## config.mk

```make
export PLATFORM = sky130hd
export DESIGN_NAME = servo_calibration_interpolator_flat
export DESIGN_NICKNAME = d
export VERILOG_FILES = /design/src/rtl/sci_pkg.sv /design/src/rtl/sci_cmd_if.sv /design/src/rtl/sci_res_if.sv /design/src/rtl/sci_datapath.sv /design/src/rtl/sci_ctrl.sv /design/src/rtl/servo_calibration_interpolator.sv /design/src/flat_wrapper.sv
export SDC_FILE = /design/constraint.sdc
export NUM_CORES = 2
export LEC_CHECK = 0
export BUFFER_PORTS_ARGS = -buffer_cell sky130_fd_sc_hd__buf_2
export CORE_ASPECT_RATIO = 2
export CORE_UTILIZATION = 58
export CTS_CLUSTER_DIAMETER = 60
export DETAILED_ROUTE_END_ITERATION = 10
export PLACE_DENSITY_LB_ADDON = 0.15
export SYNTH_ARGS = -nofsm -noshare
export SYNTH_HDL_FRONTEND = slang
export SYNTH_SLANG_ARGS = --single-unit
```

## constraint.sdc

```tcl
create_clock -name clk -period 5.95 [get_ports clk]
set_input_delay 0.2975 -clock clk [delete_from_list [all_inputs] [get_ports clk]]
set_output_delay 0.2975 -clock clk [all_outputs]
set_load 0.01 [all_outputs]
```

## src/rtl/sci_pkg.sv

```systemverilog
// Shared types, codes and helper functions for the servo calibration interpolator.
// Used by the channel interfaces, the controller, the datapath and the top level.
package sci_pkg;

	localparam int PULSE_W    = 16;
	localparam int CFG_IDX_W  = 1;
	localparam int CFG_DATA_W = 16;

	localparam logic [PULSE_W-1:0] PULSE_MIN_RST = 16'd8000;
	localparam logic [PULSE_W-1:0] PULSE_MAX_RST = 16'd40000;

	// Configuration register indexes.
	localparam logic [CFG_IDX_W-1:0] REG_PULSE_MIN = 1'd0;
	localparam logic [CFG_IDX_W-1:0] REG_PULSE_MAX = 1'd1;

	// Command codes.
	localparam logic [2:0] FN_SET_MODE = 3'd0;
	localparam logic [2:0] FN_NEXT     = 3'd1;
	localparam logic [2:0] FN_PREV     = 3'd2;
	localparam logic [2:0] FN_MOVE     = 3'd3;
	localparam logic [2:0] FN_JOG      = 3'd4;
	localparam logic [2:0] FN_SAVE     = 3'd5;

	// Operating modes.
	localparam logic [1:0] MD_IDLE  = 2'd0;
	localparam logic [1:0] MD_CALIB = 2'd1;
	localparam logic [1:0] MD_EXEC  = 2'd2;

	// Servo selects for jog.
	localparam logic [1:0] SERVO_ONE = 2'd1;
	localparam logic [1:0] SERVO_TWO = 2'd2;

	// Datapath operations issued by the controller.
	localparam logic [3:0] OP_NOP     = 4'd0;
	localparam logic [3:0] OP_CAPTURE = 4'd1;
	localparam logic [3:0] OP_SIMPLE  = 4'd2;
	localparam logic [3:0] OP_SEG     = 4'd3;
	localparam logic [3:0] OP_RLO     = 4'd4;
	localparam logic [3:0] OP_RHI     = 4'd5;
	localparam logic [3:0] OP_MUL     = 4'd6;
	localparam logic [3:0] OP_RCP     = 4'd7;
	localparam logic [3:0] OP_BCK     = 4'd8;
	localparam logic [3:0] OP_COR     = 4'd9;
	localparam logic [3:0] OP_FIN     = 4'd10;
	localparam logic [3:0] OP_LOAD    = 4'd11;

	typedef struct packed {
		logic [2:0]         func;
		logic [1:0]         mode_select;
		logic signed [15:0] first_angle;
		logic signed [15:0] second_angle;
		logic [1:0]         servo_select;
		logic signed [15:0] jog_delta;
	} in_item_t;

	typedef struct packed {
		logic [15:0] first_pulse;
		logic [15:0] second_pulse;
		logic        first_write;
		logic        second_write;
		logic        save_request;
		logic [1:0]  mode_now;
		logic [1:0]  point_now;
	} out_item_t;

	typedef struct packed {
		logic [3:0] op;
		logic       servo;
	} dp_cmd_t;

	typedef struct packed {
		logic is_move;
	} dp_stat_t;

	// Default table entry: 500 us per point step, saturated to 16'hFFFF.
	function automatic logic [PULSE_W-1:0] default_entry(input int i);
		int d;
		d = 8000 * (i + 1);
		if (d > 65535) return 16'hFFFF;
		return PULSE_W'(d);
	endfunction

	// A value below the minimum gives the minimum; any other value above the
	// maximum gives the maximum, also when the limits are crossed.
	function automatic logic [PULSE_W-1:0] clamp_pulse(input logic signed [17:0] v,
			input logic [PULSE_W-1:0] lo, input logic [PULSE_W-1:0] hi);
		if (v < $signed({2'b00, lo})) return lo;
		if (v > $signed({2'b00, hi})) return hi;
		return v[PULSE_W-1:0];
	endfunction

endpackage

```

## src/rtl/sci_cmd_if.sv

```systemverilog
// Command channel: valid/ready handshake carrying one decoded command.
// Depends on sci_pkg for the command payload type.
interface sci_cmd_if;
	import sci_pkg::*;

	logic     valid;
	logic     ready;
	in_item_t data;

	modport source (output valid, output data, input ready);
	modport sink (input valid, input data, output ready);
endinterface

```

## src/rtl/sci_res_if.sv

```systemverilog
// Result channel: valid/ready handshake carrying one servo update.
// Depends on sci_pkg for the result payload type.
interface sci_res_if;
	import sci_pkg::*;

	logic      valid;
	logic      ready;
	out_item_t data;

	modport source (output valid, output data, input ready);
	modport sink (input valid, input data, output ready);
endinterface

```

## src/rtl/sci_datapath.sv

```systemverilog
// Datapath: calibration tables, mode and point registers, the shared interpolation
// unit and the result register. Depends on sci_pkg; steered by sci_ctrl.
module sci_datapath #(
	parameter int POINTS     = 4,
	parameter int ANGLE_STEP = 720
) (
	input  logic                               clk,
	input  logic                               arst_n,
	input  sci_pkg::dp_cmd_t                   cmd,
	output sci_pkg::dp_stat_t                  stat,
	input  sci_pkg::in_item_t                  in_data,
	output sci_pkg::out_item_t                 out_data,
	input  logic                               cfg_we,
	input  logic [sci_pkg::CFG_IDX_W-1:0]      cfg_index,
	input  logic [sci_pkg::CFG_DATA_W-1:0]     cfg_data
);
	import sci_pkg::*;

	localparam int IDX_W  = $clog2(POINTS);
	localparam int OFF_W  = $clog2(ANGLE_STEP);
	localparam int PROD_W = OFF_W + PULSE_W;
	localparam int REM_W  = OFF_W + 2;
	localparam int RCP_W  = PULSE_W + 1;
	localparam int RPR_W  = PROD_W + RCP_W;
	localparam int TOP    = (POINTS - 1) * ANGLE_STEP;
	// floor(2^PROD_W / ANGLE_STEP): the estimate is the quotient or one below it.
	localparam longint unsigned RECIP = (longint'(1) << PROD_W) / ANGLE_STEP;
	localparam logic [IDX_W-1:0] LAST_IDX = IDX_W'(POINTS - 1);

	logic [PULSE_W-1:0] tab1_q [POINTS];
	logic [PULSE_W-1:0] tab2_q [POINTS];
	logic [PULSE_W-1:0] pmin_q, pmax_q;
	logic [1:0]         mode_q;
	logic [IDX_W-1:0]   idx_q;
	in_item_t           cmd_q;
	logic [PULSE_W-1:0] p1_q, p2_q;
	logic               w1_q, w2_q, save_q;
	out_item_t          out_q;

	logic [IDX_W-1:0]   lo_addr_q, hi_addr_q;
	logic [OFF_W-1:0]   off_q;
	logic [PULSE_W-1:0] lo_q, dmag_q, qe_q, q_q;
	logic               neg_q;
	logic [PROD_W-1:0]  mag_q;
	logic [REM_W-1:0]   rem_q;

	logic [IDX_W-1:0]   nidx, simple_addr, rd_addr;
	logic [PULSE_W-1:0] ent1, ent2, ent_s;
	logic signed [17:0] jsum1, jsum2, fin_v;
	logic [PULSE_W-1:0] jog1, jog2, fin_p;
	logic signed [15:0] ang;
	int                 ang_i;
	logic [IDX_W-1:0]   seg;
	logic [IDX_W-1:0]   seg_lo, seg_hi;
	logic [OFF_W-1:0]   seg_off;
	logic [RPR_W-1:0]   rprod;
	logic [PROD_W-1:0]  back;

	assign stat.is_move = (in_data.func == FN_MOVE) && (mode_q == MD_EXEC);

	always_comb begin
		if (cmd_q.func == FN_NEXT) begin
			nidx = (idx_q < LAST_IDX) ? idx_q + 1'b1 : idx_q;
		end else begin
			nidx = (idx_q != '0) ? idx_q - 1'b1 : idx_q;
		end
		case (cmd_q.func)
			FN_SET_MODE: simple_addr = '0;
			FN_NEXT, FN_PREV: simple_addr = nidx;
			default: simple_addr = idx_q;
		endcase
		case (cmd.op)
			OP_RLO: rd_addr = lo_addr_q;
			OP_RHI: rd_addr = hi_addr_q;
			default: rd_addr = simple_addr;
		endcase
	end

	// One read per table per cycle, at the address chosen above.
	assign ent1  = tab1_q[rd_addr];
	assign ent2  = tab2_q[rd_addr];
	assign ent_s = cmd.servo ? ent2 : ent1;

	assign jsum1 = $signed({2'b00, ent1}) + 18'(cmd_q.jog_delta);
	assign jsum2 = $signed({2'b00, ent2}) + 18'(cmd_q.jog_delta);
	assign jog1  = clamp_pulse(jsum1, pmin_q, pmax_q);
	assign jog2  = clamp_pulse(jsum2, pmin_q, pmax_q);

	// Segment search: the highest breakpoint at or below the angle, held at the end points outside the table.
	always_comb begin
		ang   = cmd.servo ? cmd_q.second_angle : cmd_q.first_angle;
		ang_i = int'(ang);
		seg   = '0;
		for (int k = 1; k < POINTS; k++) begin
			if (ang_i >= k * ANGLE_STEP) seg = IDX_W'(k);
		end
		if (ang_i <= 0) begin
			seg_lo  = '0;
			seg_hi  = '0;
			seg_off = '0;
		end else if (ang_i >= TOP) begin
			seg_lo  = LAST_IDX;
			seg_hi  = LAST_IDX;
			seg_off = '0;
		end else begin
			seg_lo  = seg;
			seg_hi  = seg + 1'b1;
			seg_off = OFF_W'(ang_i - int'(seg) * ANGLE_STEP);
		end
	end

	assign rprod = RPR_W'(mag_q) * RPR_W'(RCP_W'(RECIP));
	assign back  = PROD_W'(qe_q) * PROD_W'(ANGLE_STEP);
	assign fin_v = neg_q ? $signed({2'b00, lo_q}) - $signed({2'b00, q_q})
		: $signed({2'b00, lo_q}) + $signed({2'b00, q_q});
	assign fin_p = clamp_pulse(fin_v, pmin_q, pmax_q);

	always_ff @(posedge clk or negedge arst_n) begin
		if (!arst_n) begin
			for (int i = 0; i < POINTS; i++) begin
				tab1_q[i] <= default_entry(i);
				tab2_q[i] <= default_entry(i);
			end
			pmin_q <= PULSE_MIN_RST;
			pmax_q <= PULSE_MAX_RST;
			mode_q <= MD_IDLE;
			idx_q  <= '0;
			p1_q   <= '0;
			p2_q   <= '0;
			w1_q   <= 1'b0;
			w2_q   <= 1'b0;
			save_q <= 1'b0;
		end else begin
			if (cfg_we) begin
				case (cfg_index)
					REG_PULSE_MIN: pmin_q <= cfg_data;
					REG_PULSE_MAX: pmax_q <= cfg_data;
					default: ;
				endcase
			end
			case (cmd.op)
				OP_CAPTURE: begin
					p1_q   <= '0;
					p2_q   <= '0;
					w1_q   <= 1'b0;
					w2_q   <= 1'b0;
					save_q <= 1'b0;
				end
				OP_SIMPLE: begin
					case (cmd_q.func)
						FN_SET_MODE: begin
							case (cmd_q.mode_select)
								MD_CALIB: begin
									mode_q <= MD_CALIB;
									idx_q  <= '0;
									p1_q   <= ent1;
									p2_q   <= ent2;
									w1_q   <= 1'b1;
									w2_q   <= 1'b1;
								end
								MD_IDLE, MD_EXEC: mode_q <= cmd_q.mode_select;
								default: ;
							endcase
						end
						FN_NEXT, FN_PREV: begin
							if (mode_q == MD_CALIB) begin
								idx_q <= nidx;
								p1_q  <= ent1;
								p2_q  <= ent2;
								w1_q  <= 1'b1;
								w2_q  <= 1'b1;
							end
						end
						FN_JOG: begin
							if (mode_q == MD_CALIB) begin
								case (cmd_q.servo_select)
									SERVO_ONE: begin
										tab1_q[idx_q] <= jog1;
										p1_q          <= jog1;
										w1_q          <= 1'b1;
									end
									SERVO_TWO: begin
										tab2_q[idx_q] <= jog2;
										p2_q          <= jog2;
										w2_q          <= 1'b1;
									end
									default: ;
								endcase
							end
						end
						FN_SAVE: save_q <= 1'b1;
						default: ;
					endcase
				end
				OP_FIN: begin
					if (cmd.servo) begin
						p2_q <= fin_p;
						w2_q <= 1'b1;
					end else begin
						p1_q <= fin_p;
						w1_q <= 1'b1;
					end
				end
				default: ;
			endcase
		end
	end

	// Interpolation unit and holding registers: one operation per cycle.
	always_ff @(posedge clk) begin
		case (cmd.op)
			OP_CAPTURE: cmd_q <= in_data;
			OP_SEG: begin
				lo_addr_q <= seg_lo;
				hi_addr_q <= seg_hi;
				off_q     <= seg_off;
			end
			OP_RLO: lo_q <= ent_s;
			OP_RHI: begin
				neg_q  <= ent_s < lo_q;
				dmag_q <= (ent_s < lo_q) ? lo_q - ent_s : ent_s - lo_q;
			end
			OP_MUL: mag_q <= PROD_W'(off_q) * PROD_W'(dmag_q);
			OP_RCP: qe_q <= PULSE_W'(rprod >> PROD_W);
			OP_BCK: rem_q <= REM_W'(mag_q - back);
			OP_COR: q_q <= qe_q + ((rem_q >= REM_W'(ANGLE_STEP)) ? 16'd1 : 16'd0);
			OP_LOAD: begin
				out_q.first_pulse  <= p1_q;
				out_q.second_pulse <= p2_q;
				out_q.first_write  <= w1_q;
				out_q.second_write <= w2_q;
				out_q.save_request <= save_q;
				out_q.mode_now     <= mode_q;
				out_q.point_now    <= 2'(idx_q);
			end
			default: ;
		endcase
	end

	assign out_data = out_q;

endmodule

```

## src/rtl/sci_ctrl.sv

```systemverilog
// Controller: accepts a request, sequences the datapath through one command
// and hands the result to the output register. Depends on sci_pkg.
module sci_ctrl (
	input  logic              clk,
	input  logic              arst_n,
	input  logic              in_valid,
	output logic              in_ready,
	output logic              out_valid,
	input  logic              out_ready,
	input  sci_pkg::dp_stat_t stat,
	output sci_pkg::dp_cmd_t  cmd
);
	import sci_pkg::*;

	localparam logic [3:0] ST_IDLE   = 4'd0;
	localparam logic [3:0] ST_SIMPLE = 4'd1;
	localparam logic [3:0] ST_SEG    = 4'd2;
	localparam logic [3:0] ST_RLO    = 4'd3;
	localparam logic [3:0] ST_RHI    = 4'd4;
	localparam logic [3:0] ST_MUL    = 4'd5;
	localparam logic [3:0] ST_RCP    = 4'd6;
	localparam logic [3:0] ST_BCK    = 4'd7;
	localparam logic [3:0] ST_COR    = 4'd8;
	localparam logic [3:0] ST_FIN    = 4'd9;
	localparam logic [3:0] ST_DONE   = 4'd10;

	logic [3:0] state_q, state_d;
	logic       servo_q, servo_d;
	logic       out_valid_q;
	logic       load;

	assign in_ready  = (state_q == ST_IDLE);
	assign out_valid = out_valid_q;
	assign load      = (state_q == ST_DONE) && (!out_valid_q || out_ready);

	always_comb begin
		state_d   = state_q;
		servo_d   = servo_q;
		cmd.op    = OP_NOP;
		cmd.servo = servo_q;
		case (state_q)
			ST_IDLE: begin
				if (in_valid) begin
					cmd.op  = OP_CAPTURE;
					servo_d = 1'b0;
					state_d = stat.is_move ? ST_SEG : ST_SIMPLE;
				end
			end
			ST_SIMPLE: begin
				cmd.op  = OP_SIMPLE;
				state_d = ST_DONE;
			end
			ST_SEG: begin
				cmd.op  = OP_SEG;
				state_d = ST_RLO;
			end
			ST_RLO: begin
				cmd.op  = OP_RLO;
				state_d = ST_RHI;
			end
			ST_RHI: begin
				cmd.op  = OP_RHI;
				state_d = ST_MUL;
			end
			ST_MUL: begin
				cmd.op  = OP_MUL;
				state_d = ST_RCP;
			end
			ST_RCP: begin
				cmd.op  = OP_RCP;
				state_d = ST_BCK;
			end
			ST_BCK: begin
				cmd.op  = OP_BCK;
				state_d = ST_COR;
			end
			ST_COR: begin
				cmd.op  = OP_COR;
				state_d = ST_FIN;
			end
			ST_FIN: begin
				cmd.op = OP_FIN;
				// Servo one first, then the same sequence for servo two.
				if (!servo_q) begin
					servo_d = 1'b1;
					state_d = ST_SEG;
				end else begin
					state_d = ST_DONE;
				end
			end
			ST_DONE: begin
				if (load) begin
					cmd.op  = OP_LOAD;
					state_d = ST_IDLE;
				end
			end
			default: state_d = ST_IDLE;
		endcase
	end

	always_ff @(posedge clk or negedge arst_n) begin
		if (!arst_n) begin
			state_q     <= ST_IDLE;
			servo_q     <= 1'b0;
			out_valid_q <= 1'b0;
		end else begin
			state_q <= state_d;
			servo_q <= servo_d;
			if (load) begin
				out_valid_q <= 1'b1;
			end else if (out_ready) begin
				out_valid_q <= 1'b0;
			end
		end
	end

endmodule

```

## src/rtl/servo_calibration_interpolator.sv

```systemverilog
// Two-servo calibration table lookup with piecewise-linear interpolation.
// Instantiates sci_ctrl and sci_datapath; depends on sci_pkg and the channel interfaces.
//
// Each request is one decoded command and yields exactly one result. Set-mode,
// next, previous, jog, save and ignored commands take the simple step; a move in
// execute mode goes through the single shared interpolation unit, which runs
// segment search, two table reads, multiply, reciprocal multiply, back-multiply,
// correction and clamp one step per cycle for servo one and then for servo two.
// One request is in work at a time; a finished result sits in an output register,
// so the next request is taken while it waits. The user must write pulse_min and
// pulse_max only while no request is in flight; the block does not enforce this.
module servo_calibration_interpolator #(
	parameter int POINTS     = 4,
	parameter int ANGLE_STEP = 720
) (
	input  logic                           clk,
	input  logic                           arst_n,
	sci_cmd_if.sink                        cmd,
	sci_res_if.source                      res,
	input  logic                           cfg_we,
	input  logic [sci_pkg::CFG_IDX_W-1:0]  cfg_index,
	input  logic [sci_pkg::CFG_DATA_W-1:0] cfg_data
);
	import sci_pkg::*;

	dp_cmd_t  dcmd;
	dp_stat_t dstat;

	sci_ctrl u_ctrl (
		.clk       (clk),
		.arst_n    (arst_n),
		.in_valid  (cmd.valid),
		.in_ready  (cmd.ready),
		.out_valid (res.valid),
		.out_ready (res.ready),
		.stat      (dstat),
		.cmd       (dcmd)
	);

	sci_datapath #(
		.POINTS     (POINTS),
		.ANGLE_STEP (ANGLE_STEP)
	) u_datapath (
		.clk       (clk),
		.arst_n    (arst_n),
		.cmd       (dcmd),
		.stat      (dstat),
		.in_data   (cmd.data),
		.out_data  (res.data),
		.cfg_we    (cfg_we),
		.cfg_index (cfg_index),
		.cfg_data  (cfg_data)
	);

`ifndef SYNTHESIS
	// A result that drives neither servo reports a zero pulse width for both.
	a_idle_pulse_zero: assert property (@(posedge clk) disable iff (!arst_n)
		res.valid && !res.data.first_write && !res.data.second_write
		|-> res.data.first_pulse == '0 && res.data.second_pulse == '0)
		else $error("undriven servo carries a nonzero pulse");

	// A save request never drives a servo.
	a_save_alone: assert property (@(posedge clk) disable iff (!arst_n)
		res.valid && res.data.save_request
		|-> !res.data.first_write && !res.data.second_write)
		else $error("save result also drives a servo");

	// Only one request is in flight at a time.
	a_one_in_flight: assert property (@(posedge clk) disable iff (!arst_n)
		cmd.valid && cmd.ready |=> !cmd.ready)
		else $error("request taken while the previous one is still in work");
`endif

endmodule

```

## src/flat_wrapper.sv

```systemverilog
// flat-port wrapper written by rule: the top's interface ports become plain ports
module servo_calibration_interpolator_flat import sci_pkg::*;
#(
	parameter int POINTS     = 4,
	parameter int ANGLE_STEP = 720
)
  (clk, arst_n, cfg_we, cfg_index, cfg_data, cmd_valid, cmd_data, cmd_ready, res_valid, res_data, res_ready);
  sci_cmd_if cmd_i ();
  sci_res_if res_i ();
  input  logic clk;
  input  logic arst_n;
  input  logic cfg_we;
  input  logic [sci_pkg::CFG_IDX_W-1:0] cfg_index;
  input  logic [sci_pkg::CFG_DATA_W-1:0] cfg_data;
  input wire logic [$bits(cmd_i.valid)-1:0] cmd_valid;
  input wire logic [$bits(cmd_i.data)-1:0] cmd_data;
  output wire logic [$bits(cmd_i.ready)-1:0] cmd_ready;
  output wire logic [$bits(res_i.valid)-1:0] res_valid;
  output wire logic [$bits(res_i.data)-1:0] res_data;
  input wire logic [$bits(res_i.ready)-1:0] res_ready;
  assign cmd_i.valid = cmd_valid;
  assign cmd_i.data = cmd_data;
  assign cmd_ready = cmd_i.ready;
  assign res_valid = res_i.valid;
  assign res_data = res_i.data;
  assign res_i.ready = res_ready;
  servo_calibration_interpolator #(.POINTS(POINTS), .ANGLE_STEP(ANGLE_STEP)) u_core (.clk(clk), .arst_n(arst_n), .cmd(cmd_i), .res(res_i), .cfg_we(cfg_we), .cfg_index(cfg_index), .cfg_data(cfg_data));
endmodule
```

Yosys cells after proc, flatten, opt, wreduce, memory -nomap -nowiden --
Index checks and enable logic that the tools add are counted.
Storage, ports and cells: flip-flop bits (word level) 416, output and inout port bits 41, bits of input ports 77
Operators by class: add/sub/neg operators 12, bitwise logic cells 3, multiplexer cells 90, multiply operators 4, order comparisons 16, eq/ne operators 45, reductions and logical operators 29
Operator list (count):
- 2-to-1 mux 16 bit | 30
- case mux 16 bit (3 select lines) | 4
- bitwise mux 64 bit | 2
- case mux 4 bit (11 select lines) | 2
- binary-select mux 16 bit (select 2 bit) | 2
- > comparator 18 x 17 -> 1 bit | 3
- < comparator 18 x 17 -> 1 bit | 3
- multiplier 26 x 16 -> 41 bit (second input constant) | 1
- adder 17 x 16 -> 18 bit | 2
- demux 16 bit (select 2 bit) | 1
- == test 4 x 3 -> 1 bit (second input constant) | 8
- subtractor 16 bit | 2
- == test 4 bit (second input constant) | 7
- multiplier 10 x 16 -> 26 bit | 1
- 2-to-1 mux 1 bit | 24
- 2-to-1 mux 2 bit | 10
- 2-to-1 mux 18 bit | 1
- adder 16 x 16 -> 17 bit | 1
- subtractor 16 x 16 -> 17 bit | 1
- adder 16 x 1 -> 16 bit | 1
- == test 4 x 2 -> 1 bit (second input constant) | 4
- >= comparator 16 x 11 -> 1 bit (second input constant) | 1
- >= comparator 16 x 12 -> 1 bit (second input constant) | 1
- >= comparator 16 x 13 -> 1 bit (second input constant) | 1
- other kinds (42) | 86

Depth between registers and ports, before layout --
depth in word-level cells 21, mapped depth 30, mapped depth without buffers 27

Cells and area by module --
Synthesis repeated with hierarchy kept, for this count alone.
Second synthesis, totals: cell total of the unflattened synthesis 3682, area total of the unflattened synthesis 36657.7 sq um
By module, submodules not included:
- sci_datapath | area each 36209.7 sq um, cells each 3632, times used 1, seq. area each 11272.1 sq um
- sci_ctrl | area each 447.9 sq um, cells each 50, times used 1, seq. area each 150.1 sq um

Least setup slack after synthesis --
OpenSTA, ideal clock, no wires.
path kind flip-flop to flip-flop, start register u_core.u_datapath.cmd_q[52] in the netlist's numbering, end register u_core.u_datapath.tab2_q[4] in the netlist's numbering, data required time 5.818 ns, period minus slack after synthesis 5.860 ns, data arrival time 5.728 ns, path slack 0.090 ns, setup time 0.132 ns, stages on the path, launching flop included 29, buffers on the path 4, cells stage by stage edfxtp_1 nor2b_1 clkbuf_1 a222oi_1 a21oi_2 buf_2 buf_2 mux2i_1 ha_1 inv_1 fa_1 nand2b_1 a211o_1 and3b_1 o21bai_1 a211oi_1 nor2_1 ha_1 o21ai_0 nor2_1 nor2_1 a31oi_1 o31a_1 or3_1 nand3_2 buf_4 mux2_2 a21oi_1 o21ai_0
On the way: cells in the longest elaborated chain, start to end 15
RTL lines:
- start: declaration | line sci_datapath.sv:35 | in_item_t cmd_q;
- start signal: assignment | line sci_datapath.sv:212 | OP_CAPTURE: cmd_q <= in_data;
- == test 3 x 1 -> 1 bit / == test 3 x 2 -> 1 bit (equally long branches) | line sci_datapath.sv:62, sci_datapath.sv:67
- 2-to-1 mux 2 bit / OR reduction 2 bit (equally long branches) | line sci_datapath.sv:62, sci_datapath.sv:67
- case mux 2 bit (2 select lines) | line sci_datapath.sv:67 | case (cmd_q.func)
- case mux 2 bit (2 select lines) | line sci_datapath.sv:72 | case (cmd.op)
- inverter 2 -> 3 bit (implied by the code) | line sci_datapath.sv:81 | assign ent2 = tab2_q[rd_addr];
- binary-select mux 16 bit (select 2 bit) | line sci_datapath.sv:81
- 2-to-1 mux 16 bit (implied by the code) (2 in series) | line sci_datapath.sv:81
- adder 17 x 16 -> 18 bit | line sci_datapath.sv:85 | assign jsum2 = $signed({2'b00, ent2}) + 18'(cmd_q.jog_delta);
- > comparator 18 x 17 -> 1 bit | line sci_pkg.sv:88 | if (v > $signed({2'b00, hi})) return hi;
- 2-to-1 mux 1 bit (2 in series) | line sci_pkg.sv:88
- 2-to-1 mux 16 bit | line sci_pkg.sv:89 | return v[PULSE_W-1:0];
- 2-to-1 mux 16 bit | line sci_pkg.sv:88
- bitwise mux 64 bit | line sci_datapath.sv:183 | tab2_q[idx_q] <= jog2;
- end signal: indexed assignment | line sci_datapath.sv:122 | tab2_q[i] <= default_entry(i);
- end signal: indexed assignment | line sci_datapath.sv:183
- end: declaration | line sci_datapath.sv:31 | logic [PULSE_W-1:0] tab2_q [POINTS];
Parallel ways exist; a longest one is shown, timed or not. The select of a mux whose other input is x is not followed. A chain may end at the register's enable or synchronous reset.

Worst setup path after layout --
start register u_core.u_datapath.idx_q[0], end register u_core.u_datapath.tab1_q[28] in the netlist's numbering
On the way: cells in the longest elaborated chain, start to end 16
RTL lines:
- start: declaration | line sci_datapath.sv:34 | logic [IDX_W-1:0] idx_q;
- start signal: assignment | line sci_datapath.sv:167 | idx_q <= nidx;
- subtractor 2 x 1 -> 2 bit, or another cell as far along | line sci_datapath.sv:65 | nidx = (idx_q != '0) ? idx_q - 1'b1 : idx_q;
- 2-to-1 mux 2 bit (on tied branches) | line sci_datapath.sv:65, sci_datapath.sv:63
- 2-to-1 mux 2 bit | line sci_datapath.sv:62 | if (cmd_q.func == FN_NEXT) begin
- case mux 2 bit (2 select lines) | line sci_datapath.sv:67
- case mux 2 bit (2 select lines) | line sci_datapath.sv:72
- inverter 2 -> 3 bit (implied by the code) | line sci_datapath.sv:80 | assign ent1 = tab1_q[rd_addr];
- binary-select mux 16 bit (select 2 bit) | line sci_datapath.sv:80
- 2-to-1 mux 16 bit (implied by the code) (2 in series) | line sci_datapath.sv:80
- adder 17 x 16 -> 18 bit | line sci_datapath.sv:84 | assign jsum1 = $signed({2'b00, ent1}) + 18'(cmd_q.jog_delta);
- > comparator 18 x 17 -> 1 bit | line sci_pkg.sv:88
- 2-to-1 mux 1 bit (2 in series) | line sci_pkg.sv:88
- 2-to-1 mux 16 bit | line sci_pkg.sv:89
- 2-to-1 mux 16 bit | line sci_pkg.sv:88
- bitwise mux 64 bit (*) | line sci_datapath.sv:178 | tab1_q[idx_q] <= jog1;
- end signal: indexed assignment | line sci_datapath.sv:121 | tab1_q[i] <= default_entry(i);
- end signal: indexed assignment | line sci_datapath.sv:178
- end: declaration | line sci_datapath.sv:30 | logic [PULSE_W-1:0] tab1_q [POINTS];
Mark *: on every way between the ends. The rest lies on a longest branch, timed or not. The select of a mux whose other input is x is not followed.

==> key figures <==
Run status
  • Status: finished with violations
  • Failing checks: negative setup slack

Synth
  • Largest cells by area after synthesis: edfxtp_1 17%, ha_1 15%, fa_1 14%, dfrtp_1 9.9%, dfstp_2 4.4%
  • Yosys warnings: 0
  • Top cell type's share of synthesized area: 17.12%
  • Mapped Avg Cell Area: 9.894 um2
  • Synthesized area: 36310 um2
  • Count of different cell masters after synthesis: 96
  • Synth area leader: edfxtp_1
  • Most used flip-flop cell after synthesis: edfxtp_1
  • Seq cells post-synth: 412
  • Post-synthesis sequential area ratio: 31.46%
  • Post-synth EDFFs: 207
  • Syn Nets: 4434
  • Cells after Synth: 3670
  • Asr flop ratio synth: 49.76%

STA
  • Worst clock skew: 0.03898 ns
  • Fmax: 154.0 MHz
  • Slew @ Worst Pin: 1.279 ns
  • Setup_tns: -63.37 ns
  • Max Slew Vio Count: 0
  • # setup viols final: 168
  • Min cycle time layout: 6.494 ns
  • Final Cycle Share: 109.1%
  • RSZ-0062 raised after global routing: yes
  • Final hold violation count: 0
  • Fin worst setup slack: -0.5439 ns
  • Slew margin rel.: 13.84%

Placement
  • GPL Wtd Cong: 1.110
  • Placed cell count: 4920
  • DP Wirelength: 108900 um
  • DP Area: 41100 um2
  • PortBufs: 117

Finish
  • Core Util, Final: 74.47%
  • Most frequent cells in the layout: 478 x buf_4, 404 x inv_1, 398 x ha_1
  • Share of cells above drive strength 1: 26.15%
  • Most common cell after layout, fill and taps aside: buf_4
  • Total Nets Final: 5084
  • Layout Area Growth over Synthesis: 26.77%
  • Non-filler cells, final: 5144
  • Post-route cell area: 46030 um2

Critical path
  • Critical R2R Capture: u_core.u_datapath.tab1_q[28]
  • CP Class: reg -> reg
  • Max stage delay on crit path: 0.46 ns
  • Cells on worst reg2reg path: 30
  • Worst EP arrival: 6.98 ns
  • Cell mode on critical path: buf_4
  • Critical Path End Type: flip-flop
  • R2r setup slk: -0.54 ns
  • CP max-delay cell: dfrtp_1
  • Critical path data required time: 6.44 ns
  • FF-to-FF Start: u_core.u_datapath.idx_q[0]
  • CP startpoint kind: flip-flop
  • CP max FO: 8

Route
  • WL/cell: 27.64 um
  • Post-DR vias/cell: 6.208
  • DRC violations left: 0
  • Detailed Route WL: 142200 um
  • Initial DRC count: 2160
  • Vias: 31930
  • DRT Pass-1 Iters: 6
  • Antenna-violating nets left: 0

Min path
  • Worst Hold Class: in -> reg
  • Hold path cells: 4
  • Hold Path End: u_core.u_datapath.pmin_q[8]
  • Hold_sp: cfg_index

CTS
  • Clk root buf: clkbuf_16
  • CTS Buf Count: 40
  • Bufs on Longest Clock Path: 3
  • H-tree depth: 2
  • CTS clock-pin slew for the worst setup and hold paths: 0.07 ns
  • Clk_lat worst skew: 0.62 ns
  • TritonCTS Sinks: 412
  • CTS tree: done

Floorplanning
  • Die Span Y: 355.9 um
  • Die area: 63670 um2
  • IO Count: 118
  • CORE AREA: 61820 um2
  • Die X: 178.9 um
  • Initial Util: 58.74%
  • Std cell rows: 129

Run
  • Max-Cap Viols: 0

Global route
  • Gr ovfl total: 0
  • Pin count of the biggest net entering global routing: 142
  • Initial antenna violation count: 10
  • Vias in the first global route: 34050
  • Global-route wire length before repair: 206600 um
  • Gr usage total: 45.42%
-- final cells by class --
class	instances	area [um2]
tap	786	983.4
clock inverter	28	427.9
antenna	6	15.01
clock buffer	46	1065
timing repair buffer	724	5786
multi-input combinational	2728	24770
fill	4539	15790
sequential	412	11420
inverter	414	1560
-- registers in the layout, indices dropped and copies added (netlist names), 16 cells and up --
signal / cells
u_core.u_datapath.tab2_q: 64
u_core.u_datapath.q_q: 16
u_core.u_datapath.p2_q: 16
u_core.u_datapath.p1_q: 16
u_core.u_datapath.pmax_q: 16
u_core.u_datapath.mag_q: 26
u_core.u_datapath.tab1_q: 64
u_core.u_datapath.lo_q: 16
u_core.u_datapath.cmd_q: 55
u_core.u_datapath.out_data: 39
u_core.u_datapath.qe_q: 16
u_core.u_datapath.dmag_q: 16
u_core.u_datapath.pmin_q: 16
-- how the worst max path moves through the flow --
stage | to | depth (start not counted) | slack (ns) | from
5_1_grt | u_core.u_datapath.tab2_q[40] | 32 | -0.70 | u_core.u_datapath.cmd_q[53]
6_report | u_core.u_datapath.tab1_q[28] | 30 | -0.54 | u_core.u_datapath.idx_q[0]
4_1_cts | u_core.u_datapath.tab2_q[40] | 33 | -0.37 | u_core.u_datapath.cmd_q[53]
3_5_place_dp | u_core.u_datapath.tab2_q[62] | 30 | -0.84 | u_core.u_datapath.cmd_q[53]
2_1_floorplan | u_core.u_datapath.tab2_q[4] | 28 | 0.09 | u_core.u_datapath.cmd_q[52]
3_3_place_gp | u_core.u_datapath.tab2_q[0] | 31 | -0.78 | u_core.u_datapath.cmd_q[53]
-- critical path: cells and delay by family (launching register included) --
kind,cells,cell delay [ns]
AOI/OAI and AO/OA,14,2.48
xor gates and xnor gates,1,0.38
adders and majority gates,2,0.65
buffers and inverters,8,1.28
DFF,1,0.46
muxes,2,0.56
and+or+nand+nor,3,0.54
-- what timing repair did --
action	4_1_cts	5_1_grt
gates resized for setup	324	124
buffers inserted	62	27
hold buffers	73	0
endpoints found under the hold margin	145	0
setup endpoints to repair	169	174
gates cloned	4	1
pin swaps	129	109
-- through the flow --
| step | setup slack, ns | hold slack [ns] |
|---|---|---|
| floorplan | 0.09028 | 0.001909 |
| global placement | -0.7797 | 0.3250 |
| detailed placement | -0.8415 | 0.3225 |
| CTS | -0.3668 | 0.1260 |
| global route | -0.7019 | 0.1617 |
| finish | -0.5439 | 0.1527 |
-- cells in the mapped netlist (11+ instances only) --
cell type,n
and3_1,16
o21ai_0,209
o22ai_1,13
nand2_1,375
o211ai_1,22
o31ai_1,12
a31oi_1,39
nand3_1,36
ha_1,426
o21bai_1,20
a21oi_1,225
mux2i_1,69
and2_1,97
nor3_1,43
xnor2_1,98
o21ai_1,11
nand2b_1,36
clkbuf_1,85
dfstp_2,61
a21o_1,75
or3_1,17
a221oi_1,33
fa_1,261
o21a_1,27
nor2_1,197
mux2_2,47
nand4_1,18
nor2b_1,60
inv_1,412
edfxtp_1,207
buf_2,21
dfrtp_1,144
xor2_1,31
a211oi_1,56
-- layer usage --
metal,wire (um),GRT usage (%),vias up,share of wire [%]
li1,-,-,14010,-
met1,40580,38.78,15630,29
met2,72400,79.84,1436,51
met3,8991,10.52,849,6.3
met4,20140,50.98,10,14
met5,57,0,-,0.040
-- logic make-up (layout without fill, tap and decap cells) --
group,after synthesis,in the layout,synth area share (%)
xor+xnor,129,129,3.112
mux,127,127,3.756
buf+inv,532,1212,5.644
other cells,0,6,0
fa+ha+maj,687,687,29.07
simple gates,943,944,12.24
flops,412,412,31.46
compound gates,840,841,14.73
Power is not shown: default switching activity piles up to over one toggle a cycle in this logic, so the estimate is an artifact.
